==> config.mk <==
export PLATFORM = sky130hd
export DESIGN_NAME = bresenham_line_rasterizer
export DESIGN_NICKNAME = d
export VERILOG_FILES = /design/src/hw/rtl/blr_pkg.sv /design/src/hw/rtl/blr_queue.sv /design/src/hw/rtl/blr_front.sv /design/src/hw/rtl/blr_back.sv /design/src/hw/rtl/bresenham_line_rasterizer.sv
export SDC_FILE = /design/constraint.sdc
export NUM_CORES = 1
export LEC_CHECK = 0
export ABC_AREA = 0
export BUFFER_PORTS_ARGS = -buffer_cell sky130_fd_sc_hd__buf_2
export CAP_MARGIN = 20
export CORE_MARGIN = 1.5
export CORE_UTILIZATION = 25
export DETAILED_ROUTE_END_ITERATION = 7
export PLACE_DENSITY = 0.4
export SKIP_CTS_REPAIR_TIMING = 1
export SYNTH_ARGS = -nofsm -noshare
export SYNTH_HDL_FRONTEND = slang
export SYNTH_HIERARCHICAL = 1
export SYNTH_SLANG_ARGS = --single-unit
==> constraint.sdc <==
create_clock -name clock -period 5 [get_ports clock]
set_input_delay 0.25 -clock clock [delete_from_list [all_inputs] [get_ports clock]]
set_output_delay 0.25 -clock clock [all_outputs]
set_load 0.05 [all_outputs]
==> src/hw/rtl/blr_pkg.sv <==
// Shared types and codes for the line rasterizer.
package blr_pkg;

   // request kinds carried on req_tuser
   localparam logic MODE_START   = 1'b0;
   localparam logic MODE_ADVANCE = 1'b1;

   // command flags passed from the front end to the back end
   typedef struct packed {
      logic is_start;   // load a new segment
      logic is_empty;   // zero-length segment: go idle
      logic x_major;    // x is the axis that steps on every pixel
      logic neg_x;      // x steps downward
      logic neg_y;      // y steps downward
   } cmd_flags_type;

   localparam int CMD_FLAGS_W = $bits(cmd_flags_type);

endpackage

==> src/hw/rtl/blr_queue.sv <==
// Small command queue between the front end and the back end.
module blr_queue #(
   parameter int WIDTH = 8,
   parameter int DEPTH = 2
) (
   input  logic             clock,
   input  logic             reset,
   input  logic             push,
   input  logic [WIDTH-1:0] wr_data,
   input  logic             pop,
   output logic [WIDTH-1:0] rd_data,
   output logic             full,
   output logic             not_empty
);

   localparam int PTR_W = (DEPTH > 1) ? $clog2(DEPTH) : 1;
   localparam int CNT_W = $clog2(DEPTH + 1);

   logic [WIDTH-1:0] entry_ff [DEPTH];
   logic [PTR_W-1:0] wr_ptr_ff, wr_ptr_in;
   logic [PTR_W-1:0] rd_ptr_ff, rd_ptr_in;
   logic [CNT_W-1:0] count_ff, count_in;

   assign full      = (count_ff == CNT_W'(DEPTH));
   assign not_empty = (count_ff != '0);
   assign rd_data   = entry_ff[rd_ptr_ff];

   always_comb begin
      wr_ptr_in = wr_ptr_ff;
      rd_ptr_in = rd_ptr_ff;
      count_in  = count_ff;
      if (push) begin
         wr_ptr_in = (wr_ptr_ff == PTR_W'(DEPTH - 1)) ? '0 : wr_ptr_ff + 1'b1;
      end
      if (pop) begin
         rd_ptr_in = (rd_ptr_ff == PTR_W'(DEPTH - 1)) ? '0 : rd_ptr_ff + 1'b1;
      end
      if (push && !pop) begin
         count_in = count_ff + 1'b1;
      end else if (pop && !push) begin
         count_in = count_ff - 1'b1;
      end
   end

   always_ff @(posedge clock) begin
      if (reset) begin
         wr_ptr_ff <= '0;
         rd_ptr_ff <= '0;
         count_ff  <= '0;
      end else begin
         wr_ptr_ff <= wr_ptr_in;
         rd_ptr_ff <= rd_ptr_in;
         count_ff  <= count_in;
      end
   end

   always_ff @(posedge clock) begin
      if (push) begin
         entry_ff[wr_ptr_ff] <= wr_data;
      end
   end

endmodule

==> src/hw/rtl/blr_front.sv <==
// Front end: takes requests, classifies the segment and builds a back-end command.
module blr_front #(
   parameter int COORD_BITS = 10
) (
   input  logic                   req_tvalid,
   output logic                   req_tready,
   input  logic                   mode,
   input  logic [COORD_BITS-1:0]  start_x,
   input  logic [COORD_BITS-1:0]  start_y,
   input  logic [COORD_BITS-1:0]  end_x,
   input  logic [COORD_BITS-1:0]  end_y,
   input  logic                   queue_full,
   output logic                   push,
   output blr_pkg::cmd_flags_type cmd_flags,
   output logic [COORD_BITS-1:0]  cmd_x,
   output logic [COORD_BITS-1:0]  cmd_y,
   output logic [COORD_BITS-1:0]  cmd_major,
   output logic [COORD_BITS-1:0]  cmd_minor
);

   logic [COORD_BITS:0]   dx, dy;
   logic [COORD_BITS:0]   dx_neg, dy_neg;
   logic [COORD_BITS-1:0] abs_x, abs_y;
   logic                  x_major;

   assign req_tready = !queue_full;
   assign push       = req_tvalid && !queue_full;

   always_comb begin
      dx      = {1'b0, end_x} - {1'b0, start_x};
      dy      = {1'b0, end_y} - {1'b0, start_y};
      dx_neg  = -dx;
      dy_neg  = -dy;
      abs_x   = dx[COORD_BITS] ? dx_neg[COORD_BITS-1:0] : dx[COORD_BITS-1:0];
      abs_y   = dy[COORD_BITS] ? dy_neg[COORD_BITS-1:0] : dy[COORD_BITS-1:0];
      // ties on |dx| == |dy| go to the x-major octants; vertical lines fall out as y-major
      x_major = (abs_x >= abs_y);

      cmd_flags.is_start = (mode == blr_pkg::MODE_START);
      cmd_flags.is_empty = (dx == '0) && (dy == '0);
      cmd_flags.x_major  = x_major;
      cmd_flags.neg_x    = dx[COORD_BITS];
      cmd_flags.neg_y    = dy[COORD_BITS];

      cmd_x     = start_x;
      cmd_y     = start_y;
      cmd_major = x_major ? abs_x : abs_y;
      cmd_minor = x_major ? abs_y : abs_x;
   end

endmodule

==> src/hw/rtl/blr_back.sv <==
// Back end: holds the running segment and steps one pixel per advance command.
module blr_back #(
   parameter int COORD_BITS = 10
) (
   input  logic                   clock,
   input  logic                   reset,
   input  logic                   cmd_valid,
   output logic                   pop,
   input  blr_pkg::cmd_flags_type cmd_flags,
   input  logic [COORD_BITS-1:0]  cmd_x,
   input  logic [COORD_BITS-1:0]  cmd_y,
   input  logic [COORD_BITS-1:0]  cmd_major,
   input  logic [COORD_BITS-1:0]  cmd_minor,
   output logic                   rsp_tvalid,
   input  logic                   rsp_tready,
   output logic [COORD_BITS-1:0]  pixel_x,
   output logic [COORD_BITS-1:0]  pixel_y,
   output logic                   last_pixel
);

   localparam int DEC_W = COORD_BITS + 3;

   blr_pkg::cmd_flags_type dir_ff, dir_in;
   logic                   active_ff, active_in;
   logic                   out_valid_ff, out_valid_in;
   logic [COORD_BITS-1:0]  px_ff, px_in;
   logic [COORD_BITS-1:0]  py_ff, py_in;
   logic [COORD_BITS-1:0]  remain_ff, remain_in;
   logic [DEC_W-1:0]       decision_ff, decision_in;
   logic [DEC_W-1:0]       major2_ff, major2_in;
   logic [DEC_W-1:0]       minor2_ff, minor2_in;
   logic [COORD_BITS-1:0]  out_x_ff, out_x_in;
   logic [COORD_BITS-1:0]  out_y_ff, out_y_in;
   logic                   out_last_ff, out_last_in;

   logic                   emit;
   logic                   last_now;
   logic                   minor_step;
   logic                   x_step, y_step;

   // output register may take a new pixel when empty or being drained
   assign pop        = cmd_valid && (!out_valid_ff || rsp_tready);
   assign emit       = pop && !cmd_flags.is_start && active_ff;
   assign last_now   = (remain_ff == COORD_BITS'(1));
   assign minor_step = !decision_ff[DEC_W-1];
   assign x_step     = dir_ff.x_major || minor_step;
   assign y_step     = !dir_ff.x_major || minor_step;

   assign rsp_tvalid = out_valid_ff;
   assign pixel_x    = out_x_ff;
   assign pixel_y    = out_y_ff;
   assign last_pixel = out_last_ff;

   always_comb begin
      dir_in       = dir_ff;
      active_in    = active_ff;
      px_in        = px_ff;
      py_in        = py_ff;
      remain_in    = remain_ff;
      decision_in  = decision_ff;
      major2_in    = major2_ff;
      minor2_in    = minor2_ff;
      out_x_in     = out_x_ff;
      out_y_in     = out_y_ff;
      out_last_in  = out_last_ff;
      out_valid_in = out_valid_ff && !rsp_tready;

      if (pop && cmd_flags.is_start) begin
         dir_in      = cmd_flags;
         active_in   = !cmd_flags.is_empty;
         px_in       = cmd_x;
         py_in       = cmd_y;
         remain_in   = cmd_major;
         major2_in   = {2'b00, cmd_major, 1'b0};
         minor2_in   = {2'b00, cmd_minor, 1'b0};
         decision_in = {2'b00, cmd_minor, 1'b0} - {3'b000, cmd_major};
      end else if (emit) begin
         out_valid_in = 1'b1;
         out_x_in     = px_ff;
         out_y_in     = py_ff;
         out_last_in  = last_now;
         if (x_step) begin
            px_in = dir_ff.neg_x ? px_ff - 1'b1 : px_ff + 1'b1;
         end
         if (y_step) begin
            py_in = dir_ff.neg_y ? py_ff - 1'b1 : py_ff + 1'b1;
         end
         decision_in = decision_ff + minor2_ff - (minor_step ? major2_ff : '0);
         remain_in   = remain_ff - 1'b1;
         if (last_now) begin
            active_in = 1'b0;
         end
      end
   end

   always_ff @(posedge clock) begin
      if (reset) begin
         active_ff    <= 1'b0;
         out_valid_ff <= 1'b0;
      end else begin
         active_ff    <= active_in;
         out_valid_ff <= out_valid_in;
      end
   end

   always_ff @(posedge clock) begin
      dir_ff      <= dir_in;
      px_ff       <= px_in;
      py_ff       <= py_in;
      remain_ff   <= remain_in;
      decision_ff <= decision_in;
      major2_ff   <= major2_in;
      minor2_ff   <= minor2_in;
      out_x_ff    <= out_x_in;
      out_y_ff    <= out_y_in;
      out_last_ff <= out_last_in;
   end

endmodule

==> src/hw/rtl/bresenham_line_rasterizer.sv <==
// Top level of the eight-octant line rasterizer.
//
//   channel  direction  tdata                               tuser  tlast
//   req_     in         start_x, start_y, end_x, end_y      mode   -
//   rsp_     out        pixel_x, pixel_y                    -      last_pixel
//
// One request per clock, sustained while rsp_ accepts pixels; each advance request's
// pixel passes through the command queue, then the output register.
// The per-pixel rate is set by the back end's decision update.
// Synchronous reset clears the queue, the running segment and the output register.
// A stalled rsp_ side fills the two-entry command queue, then drops req_tready.
module bresenham_line_rasterizer #(
   parameter int COORD_BITS = 10
) (
   input  logic                                  clock,
   input  logic                                  reset,
   input  logic                                  req_tvalid,
   output logic                                  req_tready,
   // start_x, start_y, end_x, end_y (low to high), zero padded
   input  logic [((4*COORD_BITS+7)/8)*8-1:0]     req_tdata,
   // mode
   input  logic                                  req_tuser,
   output logic                                  rsp_tvalid,
   input  logic                                  rsp_tready,
   // pixel_x, pixel_y (low to high), zero padded
   output logic [((2*COORD_BITS+7)/8)*8-1:0]     rsp_tdata,
   output logic                                  rsp_tlast
);

   localparam int RSP_W = ((2*COORD_BITS+7)/8)*8;
   localparam int CMD_W = blr_pkg::CMD_FLAGS_W + 4*COORD_BITS;

   blr_pkg::cmd_flags_type front_flags, back_flags;
   logic [COORD_BITS-1:0]  front_x, front_y, front_major, front_minor;
   logic [COORD_BITS-1:0]  back_x, back_y, back_major, back_minor;
   logic [CMD_W-1:0]       q_wr_data, q_rd_data;
   logic                   push, pop, q_full, q_not_empty;
   logic [COORD_BITS-1:0]  pixel_x, pixel_y;

   blr_front #(.COORD_BITS(COORD_BITS)) u_front (
      .req_tvalid (req_tvalid),
      .req_tready (req_tready),
      .mode       (req_tuser),
      .start_x    (req_tdata[COORD_BITS-1:0]),
      .start_y    (req_tdata[2*COORD_BITS-1:COORD_BITS]),
      .end_x      (req_tdata[3*COORD_BITS-1:2*COORD_BITS]),
      .end_y      (req_tdata[4*COORD_BITS-1:3*COORD_BITS]),
      .queue_full (q_full),
      .push       (push),
      .cmd_flags  (front_flags),
      .cmd_x      (front_x),
      .cmd_y      (front_y),
      .cmd_major  (front_major),
      .cmd_minor  (front_minor)
   );

   assign q_wr_data = {front_flags, front_x, front_y, front_major, front_minor};
   assign {back_flags, back_x, back_y, back_major, back_minor} = q_rd_data;

   blr_queue #(.WIDTH(CMD_W), .DEPTH(2)) u_queue (
      .clock     (clock),
      .reset     (reset),
      .push      (push),
      .wr_data   (q_wr_data),
      .pop       (pop),
      .rd_data   (q_rd_data),
      .full      (q_full),
      .not_empty (q_not_empty)
   );

   blr_back #(.COORD_BITS(COORD_BITS)) u_back (
      .clock      (clock),
      .reset      (reset),
      .cmd_valid  (q_not_empty),
      .pop        (pop),
      .cmd_flags  (back_flags),
      .cmd_x      (back_x),
      .cmd_y      (back_y),
      .cmd_major  (back_major),
      .cmd_minor  (back_minor),
      .rsp_tvalid (rsp_tvalid),
      .rsp_tready (rsp_tready),
      .pixel_x    (pixel_x),
      .pixel_y    (pixel_y),
      .last_pixel (rsp_tlast)
   );

   assign rsp_tdata = RSP_W'({pixel_y, pixel_x});

endmodule
==> reports/results.ini <==
[critical_path]
crit_end=u_queue/entry_ff[0][13]
cp-start-kind=primary input
cp_data_arrival_time_ns=4.79
r2r_cells=10
critPathCaptureType=register
reg2reg_slack_ns=1.51
timing.rr.start=u_back/decision_ff[12]
r2r-end=u_back/decision_ff[11]
path_max_fanout=14
startpoint=req_tdata[0]
crit_type=primary input to register
crit_required_ns=5.27

[logic_synthesis]
synth_area_mm2=0.0110
syn_inst=944
yosysSeqAreaShare=0.493
yosys.area.top_type=edfxtp_1
ys_warn_count=6
synth.distinct_cells=73
yosysMostFrequentCell=edfxtp_1
avgSynthCellArea_um2=11.7
synth_commonest_cells=176 x edfxtp_1, 109 x inv_1, 70 x ha_1
async_flop_share=0
synth-edff-count=176
synth_ff_type=edfxtp_1
synth_top_area_frac=0.480
synthTopCellsByArea=edfxtp_1 48%, ha_1 8.0%, mux2_2 4.7%
ys_seq_elements=183

[timing]
finalCriticalPeriod_ns=4.53
finalWorstSetupSlack_ns=0.472
skew_ns=0.0169
finalHoldViolCount=0
rsz0062_at_grt=false
setup_viol=0
tightest_slew_ns=0.905
setup_tns_ns=0
max_clock_freq_mhz=221
slew_headroom=0.391
drv_slew=0
timing.final.crit_share=0.906

[pwr]
power_density_mw_per_mm2=703
irDropWorstVdd_v=0.000252
power_leakage_nw=4.96
power_mw=8.84

[clock_tree]
clk_latency_ns=0.45
clock_sinks=183
clk_pin_slew_ns=0.07
cts_tree=yes
clock_path_buffers=2
cts_buffers=17
root_buffer=clkbuf_16
htreeDepth=4

[floorplanning]
std_cell_rows=76
die_h_um=213
core_area_mm2=0.0433
ios=72
start_util=0.254
die_area_mm2=0.0453
fp.dieW_um=213

[drt]
drt_iter0_drc=360
drc_errors=0
routedWlPerCell_um=16.2
vias=6957
via_per_inst=4.33
drtPass1Iterations=4
routed_wl_mm=26.0
postRouteAntennaNets=0

[finish]
final_nets=1138
final_cell_area_mm2=0.0126
fill_cells=4517
layout-drive-gt1-share=0.171
area_growth_pct=14.3
num_antenna_cells=0

[global_route]
grt_use_total=0.120
grt_overflow_total=0
grt_pass1_wl_mm=40.7
antenna_found_initial=1
grt_start_max_net_pins=46
grt_pass1_vias=6988

[placement]
post-place-ws_ns=0.510
routabilityCongestion=0.767
io_buffer_count=67
place_hpwl_mm=19.2
dpl-instance-area_mm2=0.0119

[outcome]
outcome=complete, no violations

[flow_run]
max_cap_violations=0

[min_path]
hold_path_class=primary input to register

==> cell usage in the layout, fill, tap and decap left out, types with 9 or more instances in the layout <==
cell and count:
nand3_1 13, ha_1 70, inv_1 109, nor2b_1 18
o21ai_0 58, nand2b_1 9, fa_1 16, xor2_1 28
clkbuf_16 17, xnor2_1 36, buf_2 67, nor2_1 45
a211oi_1 12, edfxtp_1 176, nand2_1 39, a21o_1 18
buf_4 10, o21a_1 14, mux2i_1 29, a21oi_1 37
mux2_2 46, nor3_1 9
==> flip-flops by register name, indices dropped and copies added (netlist names), named ones only <==
name / count
u_back/last_pixel: 1
u_queue/entry_ff: 90
u_queue/rd_ptr_ff: 1
u_back/rsp_tvalid: 1
u_back/active_ff: 1
u_back/pixel_x: 10
u_back/major2_ff: 10
u_back/remain_ff: 10
u_queue/wr_ptr_ff: 1
u_back/pixel_y: 10
u_back/dir_ff: 3
u_back/py_ff: 10
u_back/decision_ff: 12
u_queue/count_ff: 2
u_back/minor2_ff: 10
u_back/px_ff: 10
==> cell type report <==
cell class	count	area (um^2)	share of cell area
flip-flops and latches	183	5430	0.432
multi-input cells	609	4880	0.388
well taps	585	732	0.0582
repair buffers	86	518	0.0412
clock buffers	17	425	0.0338
inverters	110	413	0.0328
clock inverters	15	183	0.0145
==> logic make-up after synthesis <==
| family | share of synthesized area |
|---|---|
| compound gates | 0.125 |
| xor+xnor | 0.0510 |
| fa+ha+maj | 0.109 |
| buf+inv | 0.0655 |
| flops | 0.493 |
| mux | 0.0735 |
| other cells | 0.000341 |
| simple gates | 0.0828 |
==> per-stage QoR <==
stage,hold slack (ns),std cells,utilization
floorplan,0.319,947,-
global placement,0.452,1564,0.274
detailed placement,0.452,1564,0.274
CTS,-0.0172,1596,0.288
global route,0.000230,1605,0.291
finish,0.0186,1605,0.291
==> worst max-delay path, cell delays in order <==
cell	delay, ns
dlygate4sd3_1	0.52
buf_2	0.12
ha_1	0.17
inv_1	0.05
fa_1	0.39
a21o_1	0.21
a221oi_2	0.28
o21ai_0	0.12
a21o_1	0.28
inv_1	0.15
mux2i_1	0.33
inv_1	0.08
ha_1	0.29
a21o_1	0.10
a21oi_1	0.06
o21ai_0	0.15
a21oi_1	0.10
o21ai_2	0.46
buf_4	0.37
mux2i_1	0.28
==> power by group <==
group / total [mW] / leakage [nW] / internal, mW / switching, mW
Combinational: 4.67 / 2.98 / 1.99 / 2.68
Sequential: 2.76 / 1.69 / 2.51 / 0.244
Clock: 1.41 / 0.287 / 0.719 / 0.690
Total: 8.84 / 4.96 / 5.22 / 3.61
==> routing by layer <==
layer	share of wire	GRT usage	vias to the layer above
met1	0.52	0.170	3309
met3	0.033	0.0207	21
met2	0.44	0.186	115
met4	0.012	0.0323	0
met5	0	0	-
li1	-	-	3512
==> worst min path at each step <==
| stage | startpoint | end | slack [ns] | cells after the start |
|---|---|---|---|---|
| after floorplan | reset | u_queue/count_ff[1] | 0.32 | 1 |
| after global placement | u_back/px_ff[8] | u_back/pixel_x[8] | 0.45 | 0 |
| after detailed placement | u_back/px_ff[2] | u_back/pixel_x[2] | 0.45 | 0 |
| after CTS | req_tdata[1] | u_queue/entry_ff[0][31] | -0.02 | 1 |
| after global routing | req_tdata[7] | u_queue/entry_ff[0][37] | 0.0002 | 1 |
| final | req_tdata[4] | u_queue/entry_ff[0][34] | 0.02 | 1 |
No activity file was read; power rests on OpenSTA's default activity.
